$ cat src/hdl/assert_macros.svh
// Assertion macros for the memory bank mapper RTL.
`ifndef ASSERT_MACROS_SVH
`define ASSERT_MACROS_SVH

// Check a property on every rising edge while reset is released.
`define ASSERT_ON_CLK(lbl, clk, rstn, prop) \
  lbl: assert property (@(posedge clk) disable iff (!rstn) prop) \
    else $error("memory bank mapper assertion failed");

// Check an implication on every rising edge while reset is released.
`define ASSERT_IMPL(lbl, clk, rstn, ante, cons) \
  `ASSERT_ON_CLK(lbl, clk, rstn, (ante) |-> (cons))

`endif

$ cat src/hdl/mbm_pkg.sv
// Types, codes and constants of the memory bank mapper.
package mbm_pkg;

  // Bus event codes
  localparam logic [2:0] FUNC_MEM_RD    = 3'd0;
  localparam logic [2:0] FUNC_MEM_WR    = 3'd1;
  localparam logic [2:0] FUNC_PORT_WR   = 3'd2;
  localparam logic [2:0] FUNC_INSN_BEG  = 3'd3;
  localparam logic [2:0] FUNC_INSN_END  = 3'd4;

  // Physical store codes
  localparam logic [2:0] ST_NONE = 3'd0;
  localparam logic [2:0] ST_MAIN = 3'd1;
  localparam logic [2:0] ST_ROM2 = 3'd2;
  localparam logic [2:0] ST_BANK = 3'd3;
  localparam logic [2:0] ST_CPM  = 3'd4;
  localparam logic [2:0] ST_DRAM = 3'd5;
  localparam logic [2:0] ST_DROM = 3'd6;
  localparam logic [2:0] ST_BOOT = 3'd7;

  // Configuration register indexes (byte address 4*index)
  localparam logic [1:0] REG_MODEL_128  = 2'd0;
  localparam logic [1:0] REG_BOOT_ROM   = 2'd1;
  localparam logic [1:0] REG_DISK_IF    = 2'd2;

  localparam int unsigned PADDR_W = 4;
  localparam int unsigned PDATA_W = 32;

  // Port decode constants
  localparam logic [15:0] BANK_PORT_MASK = 16'h8002;
  localparam logic [15:0] CONF_PORT_MASK = 16'h0081;
  localparam logic [7:0]  CPM_PORT_CLR   = 8'hC5;
  localparam logic [7:0]  CPM_PORT_SET   = 8'hC7;
  localparam logic [7:0]  LOW_RAM_PORT   = 8'h7E;

  // Disk shadow ROM trap addresses
  localparam logic [15:0] DROM_TRAP_A    = 16'h0008;
  localparam logic [15:0] DROM_TRAP_B    = 16'h1708;
  localparam logic [15:0] DROM_EXIT      = 16'h0700;

  // Bank latch bit positions
  localparam int unsigned BANK_ROM_BIT  = 4;
  localparam int unsigned BANK_LOCK_BIT = 5;

  typedef struct packed {
    logic [2:0]  func;
    logic [15:0] bus_address;
    logic [7:0]  bus_data;
  } req_t;

  typedef struct packed {
    logic [2:0]  target_store;
    logic [15:0] store_offset;
    logic [2:0]  ram_bank;
    logic        write_enable;
    logic        alt_screen;
  } rsp_t;

  typedef struct packed {
    logic model_is_128;
    logic boot_rom_present;
    logic disk_interface_present;
  } cfg_t;

  typedef struct packed {
    logic [5:0] bank_latch;
    logic [7:0] config_latch;
    logic       config_locked;
    logic       cpm_a13_flag;
    logic [1:0] low_ram_paging;
    logic       disk_rom_paged;
    logic       screen_sel;
  } paging_t;

endpackage

$ cat src/hdl/memory_bank_mapper.sv
// Top level of the memory bank mapper: request and result registers, paging state, APB port.
//
//   channel   direction  handshake                      payload
//   request   in         in_valid_i / in_ready_o        in_req_i   (mbm_pkg::req_t)
//   result    out        out_valid_o / out_ready_i      out_rsp_o  (mbm_pkg::rsp_t)
//   config    in         psel/penable/pwrite, pready=1  paddr, pwdata, prdata
//
// One request per cycle while the result register is not stalled: a request is
// registered in the request register, decoded by mbm_decode and written to the
// result register, from which its result is offered. Paging latches update as the
// request moves to the result register.
// Reset clears the latches and configuration bits; no clearing pass is needed.
// A stalled result register holds the request register, which keeps accepting while empty.
module memory_bank_mapper (
  input  logic                          clk_i,
  input  logic                          rst_ni,
  input  logic                          in_valid_i,
  output logic                          in_ready_o,
  input  mbm_pkg::req_t                 in_req_i,
  output logic                          out_valid_o,
  input  logic                          out_ready_i,
  output mbm_pkg::rsp_t                 out_rsp_o,
  input  logic                          psel,
  input  logic                          penable,
  input  logic                          pwrite,
  input  logic [mbm_pkg::PADDR_W-1:0]   paddr,
  input  logic [mbm_pkg::PDATA_W-1:0]   pwdata,
  output logic [mbm_pkg::PDATA_W-1:0]   prdata,
  output logic                          pready
);
  import mbm_pkg::*;

  cfg_t    cfg_q;
  paging_t pg_q;
  paging_t pg_d;
  req_t    req_q;
  rsp_t    rsp_d;
  rsp_t    rsp_q;
  logic    req_valid_q;
  logic    out_valid_q;
  logic    in_fire;
  logic    adv;
  logic    req_fire;
  logic    cfg_wr;
  logic [1:0] reg_idx;
  logic       bank_locked;
  logic       conf_lock;
  logic [7:0] conf_val;
  logic       drom_page_in;
  logic       out_wr;
  logic       out_st_writable;

  mbm_decode u_decode (
    .cfg_i (cfg_q),
    .cur_i (pg_q),
    .req_i (req_q),
    .rsp_o (rsp_d),
    .nxt_o (pg_d)
  );

  assign adv        = !out_valid_q || out_ready_i;
  assign req_fire   = req_valid_q && adv;
  assign in_ready_o = !req_valid_q || adv;
  assign in_fire    = in_valid_i && in_ready_o;

  always_ff @(posedge clk_i or negedge rst_ni) begin
    if (!rst_ni) begin
      req_valid_q <= 1'b0;
      out_valid_q <= 1'b0;
      pg_q        <= '0;
    end else begin
      req_valid_q <= in_fire || (req_valid_q && !adv);
      out_valid_q <= req_fire || (out_valid_q && !out_ready_i);
      if (req_fire) begin
        pg_q <= pg_d;
      end
    end
  end

  always_ff @(posedge clk_i) begin
    if (in_fire) begin
      req_q <= in_req_i;
    end
    if (req_fire) begin
      rsp_q <= rsp_d;
    end
  end

  assign out_valid_o = out_valid_q;
  assign out_rsp_o   = rsp_q;

  // Configuration registers
  assign pready  = 1'b1;
  assign cfg_wr  = psel && penable && pwrite;
  assign reg_idx = paddr[3:2];

  always_ff @(posedge clk_i or negedge rst_ni) begin
    if (!rst_ni) begin
      cfg_q <= '0;
    end else if (cfg_wr) begin
      unique case (reg_idx)
        REG_MODEL_128: cfg_q.model_is_128           <= pwdata[0];
        REG_BOOT_ROM:  cfg_q.boot_rom_present       <= pwdata[0];
        REG_DISK_IF:   cfg_q.disk_interface_present <= pwdata[0];
        default:       cfg_q                        <= cfg_q;
      endcase
    end
  end

  always_comb begin
    prdata = '0;
    unique case (reg_idx)
      REG_MODEL_128: prdata[0] = cfg_q.model_is_128;
      REG_BOOT_ROM:  prdata[0] = cfg_q.boot_rom_present;
      REG_DISK_IF:   prdata[0] = cfg_q.disk_interface_present;
      default:       prdata    = '0;
    endcase
  end

  assign bank_locked     = pg_q.bank_latch[BANK_LOCK_BIT];
  assign conf_lock       = pg_q.config_locked;
  assign conf_val        = pg_q.config_latch;
  assign drom_page_in    = req_fire && pg_d.disk_rom_paged && !pg_q.disk_rom_paged;
  assign out_wr          = out_valid_q && rsp_q.write_enable;
  assign out_st_writable = (rsp_q.target_store != ST_NONE) && (rsp_q.target_store != ST_ROM2) &&
                           (rsp_q.target_store != ST_DROM) && (rsp_q.target_store != ST_BOOT);

`include "assert_macros.svh"

  // A locked bank latch never changes.
  `ASSERT_IMPL(a_bank_lock_holds, clk_i, rst_ni, bank_locked, ##1 $stable(pg_q.bank_latch))
  // A locked config latch stays locked and unchanged.
  `ASSERT_IMPL(a_conf_lock_holds, clk_i, rst_ni, conf_lock, ##1 (conf_lock && $stable(conf_val)))
  // The disk ROM pages in only with the interface attached.
  `ASSERT_IMPL(a_drom_needs_if, clk_i, rst_ni, drom_page_in, cfg_q.disk_interface_present)
  // Writes never land in ROM or nowhere.
  `ASSERT_IMPL(a_no_rom_write, clk_i, rst_ni, out_wr, out_st_writable)
  // Backpressure reaches the input only when the request register is full.
  `ASSERT_IMPL(a_ready_when_empty, clk_i, rst_ni, !req_valid_q, in_ready_o)

endmodule

$ cat src/hdl/mbm_decode.sv
// Address map decode and paging latch update for one bus event.
module mbm_decode (
  input  mbm_pkg::cfg_t    cfg_i,
  input  mbm_pkg::paging_t cur_i,
  input  mbm_pkg::req_t    req_i,
  output mbm_pkg::rsp_t    rsp_o,
  output mbm_pkg::paging_t nxt_o
);
  import mbm_pkg::*;

  logic [15:0] a;
  logic [7:0]  d;
  logic [7:0]  port_lo;
  logic        is_mem;
  logic [2:0]  st;
  logic [15:0] off;
  logic [2:0]  bank;
  logic        wr;
  logic        low_ram;

  assign a       = req_i.bus_address;
  assign d       = req_i.bus_data;
  assign port_lo = a[7:0];
  assign is_mem  = (req_i.func == FUNC_MEM_RD) || (req_i.func == FUNC_MEM_WR);

  // Memory map
  always_comb begin
    st   = ST_MAIN;
    off  = a;
    bank = 3'd0;
    wr   = 1'b0;
    if (cfg_i.model_is_128) begin
      if (a[15:14] == 2'd0) begin
        st = cur_i.bank_latch[BANK_ROM_BIT] ? ST_ROM2 : ST_MAIN;
      end else begin
        st  = ST_BANK;
        off = {2'b00, a[13:0]};
        wr  = 1'b1;
        unique case (a[15:14])
          2'd1:    bank = 3'd5;
          2'd2:    bank = 3'd2;
          default: bank = cur_i.bank_latch[2:0];
        endcase
      end
    end else if (cfg_i.boot_rom_present) begin
      priority if (a[15:14] == 2'd0) begin
        priority if (cur_i.config_latch[1]) begin
          st = ST_CPM;
          wr = 1'b1;
        end else if (cur_i.disk_rom_paged) begin
          st = a[13] ? ST_DRAM : ST_DROM;
          wr = a[13];
        end else begin
          st = cur_i.config_latch[0] ? ST_BOOT : ST_MAIN;
        end
      end else if (a[15:13] == 3'b110 && cur_i.cpm_a13_flag) begin
        off = a | 16'h2000;
        wr  = 1'b1;
      end else if (a[15:13] == 3'b111 && cur_i.config_latch[1]) begin
        st  = cur_i.config_latch[0] ? ST_BOOT : ST_MAIN;
        off = {3'b001, a[12:0]};
      end else begin
        wr = 1'b1;
      end
    end else begin
      priority if (a[15:14] != 2'd0) begin
        wr = 1'b1;
      end else if (cur_i.low_ram_paging[1]) begin
        st = ST_DRAM;
        wr = 1'b1;
      end else if (cur_i.low_ram_paging[0]) begin
        st = ST_CPM;
        wr = 1'b1;
      end else if (cur_i.disk_rom_paged) begin
        st = a[13] ? ST_DRAM : ST_DROM;
        wr = a[13];
      end else begin
        st = ST_MAIN;
      end
    end
  end

  assign low_ram = cfg_i.boot_rom_present ? cur_i.config_latch[1]
                                          : (cur_i.low_ram_paging != 2'd0);

  // Latch updates
  always_comb begin
    nxt_o = cur_i;
    unique case (req_i.func)
      FUNC_PORT_WR: begin
        if (cfg_i.model_is_128 && ((a & BANK_PORT_MASK) == 16'h0000) &&
            !cur_i.bank_latch[BANK_LOCK_BIT]) begin
          nxt_o.bank_latch = d[5:0];
          nxt_o.screen_sel = d[3];
        end
        if (cfg_i.boot_rom_present) begin
          priority if ((a & CONF_PORT_MASK) == 16'h0000) begin
            if (!cur_i.config_locked) begin
              nxt_o.config_latch  = d;
              nxt_o.config_locked = d[2];
              nxt_o.screen_sel    = d[3];
            end
          end else if (port_lo == CPM_PORT_CLR || port_lo == CPM_PORT_SET) begin
            nxt_o.cpm_a13_flag = (port_lo == CPM_PORT_SET);
          end else begin
            nxt_o.cpm_a13_flag = cur_i.cpm_a13_flag;
          end
        end else if (!cfg_i.model_is_128 && port_lo == LOW_RAM_PORT) begin
          nxt_o.low_ram_paging = d[1:0] & {cfg_i.disk_interface_present, 1'b1};
        end
      end
      FUNC_INSN_BEG: begin
        if (cfg_i.disk_interface_present && !cur_i.disk_rom_paged && !low_ram &&
            (a == DROM_TRAP_A || a == DROM_TRAP_B)) begin
          nxt_o.disk_rom_paged = 1'b1;
        end
      end
      FUNC_INSN_END: begin
        if (cur_i.disk_rom_paged && a == DROM_EXIT) begin
          nxt_o.disk_rom_paged = 1'b0;
        end
      end
      default: begin
        nxt_o = cur_i;
      end
    endcase
  end

  always_comb begin
    rsp_o.target_store = is_mem ? st : ST_NONE;
    rsp_o.store_offset = is_mem ? off : 16'h0000;
    rsp_o.ram_bank     = is_mem ? bank : 3'd0;
    rsp_o.write_enable = (req_i.func == FUNC_MEM_WR) && wr;
    rsp_o.alt_screen   = nxt_o.screen_sel;
  end

endmodule
$ cat config.mk
export PLATFORM = sky130hd
export DESIGN_NAME = memory_bank_mapper
export DESIGN_NICKNAME = d
export VERILOG_FILES = /design/src/hdl/mbm_pkg.sv /design/src/hdl/memory_bank_mapper.sv /design/src/hdl/mbm_decode.sv
export VERILOG_INCLUDE_DIRS = /design/src /design/src/hdl
export SDC_FILE = /design/constraint.sdc
export NUM_CORES = 1
export LEC_CHECK = 0
export ABC_AREA = 1
export BUFFER_PORTS_ARGS = -buffer_cell sky130_fd_sc_hd__buf_4
export CAP_MARGIN = 40
export CORE_UTILIZATION = 45
export CTS_BUF_LIST = sky130_fd_sc_hd__clkbuf_4
export DETAILED_ROUTE_END_ITERATION = 6
export PLACE_DENSITY = 0.89
export SETUP_SLACK_MARGIN = 0.3
export SLEW_MARGIN = 20
export SYNTH_ARGS = -nofsm -noshare
export SYNTH_HDL_FRONTEND = slang
export SYNTH_SLANG_ARGS = --single-unit
$ cat constraint.sdc
create_clock -name clk_i -period 1.8 [get_ports clk_i]
set_clock_uncertainty 0.15 [all_clocks]
set_input_delay 0.18 -clock clk_i [delete_from_list [all_inputs] [get_ports clk_i]]
set_output_delay 0.18 -clock clk_i [all_outputs]
set_load 0.1 [all_outputs]
# Yosys cells after proc, flatten, opt, wreduce, memory -nomap -nowiden
# Cells that the tools add are included.
classes:
  n_addsub: 0
  multipliers: 0
  div_mod_pow: 0
  order_cmp: 0
  n_eq_ne: 18
  shifts: 0
  mux: 44
  bitwise_logic: 6
  reduce_logical: 49
ops:
  columns: ["cell", "count"]
  rows:
  - ["16-bit 2-to-1 mux", 6]
  - ["3-bit 2-to-1 mux", 13]
  - ["16-bit logical NOT", 2]
  - ["1-bit 2-to-1 mux", 20]
  - ["16-bit by 11-bit equality test with 1-bit output, second input constant", 1]
  - ["16-bit by 13-bit equality test with 1-bit output, second input constant", 1]
  - ["16-bit by 4-bit equality test with 1-bit output, second input constant", 1]
  - ["8-bit equality test, second input constant", 2]
  - ["1-bit logical AND", 16]
  - ["4-bit AND reduction", 3]
  - ["5-bit AND reduction", 2]
  - ["3-bit equality test, second input constant", 3]
  - ["8-bit by 7-bit equality test with 1-bit output, second input constant", 1]
  - ["1-bit logical NOT", 8]
  - ["1-bit logical OR", 7]
  - ["3-bit by 2-bit equality test with 1-bit output, second input constant", 2]
  - ["3-bit case mux with 2 select lines", 1]
  - ["2-bit AND reduction", 3]
  - ["2-bit nonzero test", 3]
  - ["1-bit NOT", 5]
  - ["2-bit by 1-bit equality test with 1-bit output, second input constant", 2]
  - ["2-bit equality test, second input constant", 2]
  - ["2-bit logical NOT", 2]
  - ["2-bit 2-to-1 mux", 2]
  - ["other kinds (8)", 9]
word_totals:
  register_bits: 68
  latchBits: 0
  ram_bits: 0
  mem_bits_ro: 0
  in_bits: 70
  output_inout_bits: 59
  wordCells: 137
  n_memories: 0

# Depth between registers and ports, before layout
depth:
  depth_word: 8
  mapped_depth: 9
  ltp_nobuf: 9

# Modules after synthesis
# Synthesis repeated with hierarchy kept, for this count alone.
unflattened:
  hier_cells: 418
  area_unflattened_um2: 3806.2
by_module_without_submodules:
  columns: ["mod", "n_inst", "cells_each", "area_per_inst_um2", "seq_area_each_um2"]
  rows:
  - ["memory_bank_mapper", 1, 209, 2842.7, 2157.1]
  - ["mbm_decode", 1, 209, 963.4, 0.0]

# Least setup slack after synthesis
# No wires, ideal clock.
synth_timing:
  path_type: "reg2out"
  start: "register cfg_q[2] (netlist name)"
  end: "output port prdata[0] (netlist name)"
  arrival_time_ps: 4051
  required_time_ps: 1470
  slack_ps: -2581
  stages_incl_launch_ff: 3
  n_path_buf: 0
  cell_sequence: "dfrtp_1 -> clkinv_1 -> o311ai_0"
synth_between:
  elab_chain_cells: 1
synth_rtl:
  columns: ["item", "line", "text"]
  rows:
  - ["from (decl)", "memory_bank_mapper.sv:33", "cfg_t cfg_q;"]
  - ["from (signal assigned)", "memory_bank_mapper.sv:105", "default: cfg_q <= cfg_q;"]
  - ["1-bit case mux with 3 select lines", "memory_bank_mapper.sv:112", "unique case (reg_idx)"]
  - ["to (decl)", "memory_bank_mapper.sv:28", "output logic [mbm_pkg::PDATA_W-1:0] prdata,"]
# No other way between the ends.

# Worst setup path after layout
# Same ends and word-level chain as after synthesis.

==> run summary <==
The run gives 129 as the boundary pin count. The first routing iteration left 128 violations. Traced cell by cell, the critical path runs through inv_4 > o311ai_4 > buf_12. The initial antenna violation count came out at 0. For the TritonCTS sink count, the log shows 67.

The run finished with clean final reports. The logs give 7670 microns for the total wirelength of the detailed-routed design and 1.47 ns for the required time reported for the critical path endpoint. Of the total synthesized cell area, the portion taken by XOR and XNOR cells is 0%. For the antenna violation net count after detailed routing, the log shows 0. The worst setup path is launched from a flop. The proportion of netlist area held by the largest area contributor was 46.5%; the worst setup slack before clock tree synthesis was 0.0953 ns.

Measured along the y axis, the die boundary spans 85.9 microns. The number of fillers in the final layout is 462, and the share of final-layout standard cells stronger than drive strength 1 is 37.4%. Number of H-tree branching levels: 3. The tools report the overflow left after global routing as 0. Class of the most critical hold timing path: primary input to flop. The number of hold violations in the final report was 0. The commonest cells after synthesis are 49 x sky130_fd_sc_hd__edfxtp_1, 49 x sky130_fd_sc_hd__nand2_1, 44 x sky130_fd_sc_hd__inv_1. In this run, synthesis inferred 49 flip-flops with an integrated enable. After synthesis the netlist holds a flip-flop and latch count of 67. The total global-route track usage is 21.7%, and the time the worst path needs with I/O delays and setup is 1.78 ns. Number of placement rows: 30. After synthesis, the largest family of logic cells by area is simple AND/OR/NAND/NOR gates. Family with the most delay on the worst path: flip-flops. Final cycle utilization of the critical path: 98.6%.

The run gives 2 as the deepest clock path buffer count. The cell type of the slowest stage on the worst timing path is sky130_fd_sc_hd__dfrtp_1. For the worst flop-to-flop path, the logic depth is 7. The tools report the number of warnings printed during yosys synthesis as 0.

The area of the core is 6790 sq um, and the number of gates on the worst path with buffers counted is 3. The buffer type at the clock tree root was sky130_fd_sc_hd__clkbuf_4. The clock-pin slew of the registers on the worst-case setup and hold paths was 0.12 ns. Once detailed placement completed, the half-perimeter wirelength came to 4420 microns. After the last flow step, the layout net total stands at 522.

The tools report the data arrival at the endpoint of the critical path as 1.45 ns. The area growth from synthesis to layout works out to 49.1%. Most common flop cell mapped by yosys: sky130_fd_sc_hd__edfxtp_1. The post-synthesis instance area came out at 3160 sq um. For this run, asynchronously set or reset flops after synthesis account for 26.9%. The largest single stage delay on the critical path is 0.42 ns. The routed layout has 2624 vias.

The post-synthesis share of cell area spent on full adders, half adders and majority gates is 1.19%. The cell count after synthesis came out at 314. STA classifies the critical path endpoint as a primary output. The worst pin sits at a relative slew slack of 56.5%. The power density relative to cell area came out at 942 nW/um^2. The final count of pins violating max slew was 0; the die boundary width was 85.9 microns. TritonCTS created 9 clock buffers. Including well taps, the total number of placed cells is 470. The run gives 2571 as the number of global-route vias before repair. The largest total area in the synthesized netlist belongs to sky130_fd_sc_hd__edfxtp_1.

The floorplan step defined a die boundary enclosing 7370 sq um. By area the synthesized netlist is led by sky130_fd_sc_hd__edfxtp_1 47%, sky130_fd_sc_hd__dfrtp_1 14%, sky130_fd_sc_hd__buf_4 7.8%, sky130_fd_sc_hd__nand2_1 5.8%, sky130_fd_sc_hd__inv_1 5.2%. The actual slew at the worst max-slew pin came out at 0.653 ns. The worst hold path passes through 3 cells. The post-synthesis sequential area ratio came out at 60.7%. TritonCTS built the clock tree. Before antenna repair, the detailed router went through 4 iterations. The average cell area after synthesis is 10.1 sq um, and the number of buffers and inverters on the critical path is 2. The run gives 0.0245 ns as the post-route worst setup slack. Using the TritonRoute via totals, the vias-per-cell ratio works out to 4.77. The clock reaches the later pin of the worst-skew pair after 0.43 ns. The critical path start-end classification was flop to primary output. Of the total synthesized cell area, the portion taken by AND, OR, NAND and NOR gates is 18.1%. The congestion estimate from routability-driven global placement came to 0.873. The count of different cell masters after synthesis came out at 28.

The pin count of the biggest net entering global routing came out at 26. In the final routed layout, each cell accounts on average for 13.9 microns. The diode insertion count for antenna repair is 0, and the leakage component of the power is 2.17 nW.

After detailed routing, the number of remaining DRC violations is 0. The number of buffers added on ports works out to 61. Leaving out filler cells and counting taps, the final layout contains 550. Setup repair after global routing could not meet its margin everywhere.

The mux contribution to synthesized area was 0.356%. The synthesized netlist devotes 5.26% of its cell area to compound gates. Static timing analysis puts the maximum clock frequency at 563 MHz. The initial utilization of the core area, before any placement, comes to 46.6%. The first global-routing pass estimated 11700 microns of wire. Number of maximum-capacitance violations: 0. Across the VDD grid, the largest voltage drop is 0.496 mV. In this run the worst path has a maximum fanout of 2. For the total setup violations reported at the end of the flow, the log shows 0.
==> report_power, final <==
part           switching, mW  leakage [nW]  internal (mW)
Sequential            0.0681         0.696           1.78
Clock                  0.535        0.0924          0.687
Combinational          0.995          1.38          0.379
Total                   1.60          2.17           2.85
==> stage by stage <==
step | instance area (sq um) | setup TNS (ns) | hold WS (ns) | power (mW) | utilization (%)
after floorplan | 3360 | -5.87 | -0.266 | 2.80 | -
after global placement | 3700 | 0 | -0.0839 | 2.96 | 54.5
after detailed placement | 3700 | 0 | -0.0783 | 2.98 | 54.5
after CTS | 4450 | 0 | 0.0309 | 4.32 | 65.5
after global routing | 4720 | -0.0208 | 0.0203 | 4.58 | 69.4
final | 4720 | 0 | 0.0242 | 4.44 | 69.4
==> logic make-up after synthesis <==
family	Yosys count
simple gates	131
compound gates	27
flops	67
other cells	2
mux	1
fa+ha+maj	3
buf+inv	83
==> area by class of cell <==
type	instances	area (sq um)	share of cell area [%]
flip-flops and latches	67	1930	40.8
inverters	47	193	4.08
repair buffers	128	1150	24.3
clock inverters	7	106	2.25
well taps	96	120	2.55
multi-input cells	195	1150	24.4
clock buffers	9	67.6	1.43
repair inverters	1	7.51	0.159
==> path summary, 6_finish.rpt <==
check                             from            end  slack, ns
max                           cfg_q[2]      prdata[0]       0.02
min                           paddr[2]       cfg_q[0]       0.02
max reg2reg                  req_q[23]  out_rsp_o[22]       0.22
min reg2reg                bank_locked    bank_locked       0.34
max in group asynchronous       rst_ni    out_valid_o       0.68
min in group asynchronous       rst_ni    conf_val[0]       0.33
==> worst min-delay path, cell delays in order <==
cell	delay, ns
sky130_fd_sc_hd__buf_4	0.12
sky130_fd_sc_hd__nor3_1	0.06
sky130_fd_sc_hd__mux2_2	0.21
==> layout by cell type (no fill, tap or decap), drive strengths merged, types with 4 or more instances in the layout <==
cell type and count:
a21oi 6, buf 94, clkbuf 9, clkinv 4, conb 32, dfrtp 18, dlygate4sd3 31, edfxtp 49
inv 46, nand2 51, nand3 21, nand4 8, nor2 39, nor3 10, o21ai 15
==> registers in the layout, summed over array words and instances, names as in the netlist <==
signal	count
req_q	25
out_rsp_o	24
pg_q	9
cfg_q	3
conf_val	2
bank_locked	1
conf_lock	1
out_valid_o	1
req_valid_q	1
==> what timing repair did <==
action                     CTS  global route
gates resized for setup     32            47
hold buffers                34             0
hold endpoints to repair    48             0
setup buffers               15            13
pin swaps                   11            15
cloned                       2             0
setup endpoints to repair   86            74
==> routing by layer <==
metal	up-vias	wire, microns	track usage, %
met5	-	0	0
met4	0	188	10.9
met3	17	527	5.10
met2	121	3990	38.5
met1	1238	2960	24.5
li1	1248	-	-
Note: power is estimated with default switching activity, not from simulation.
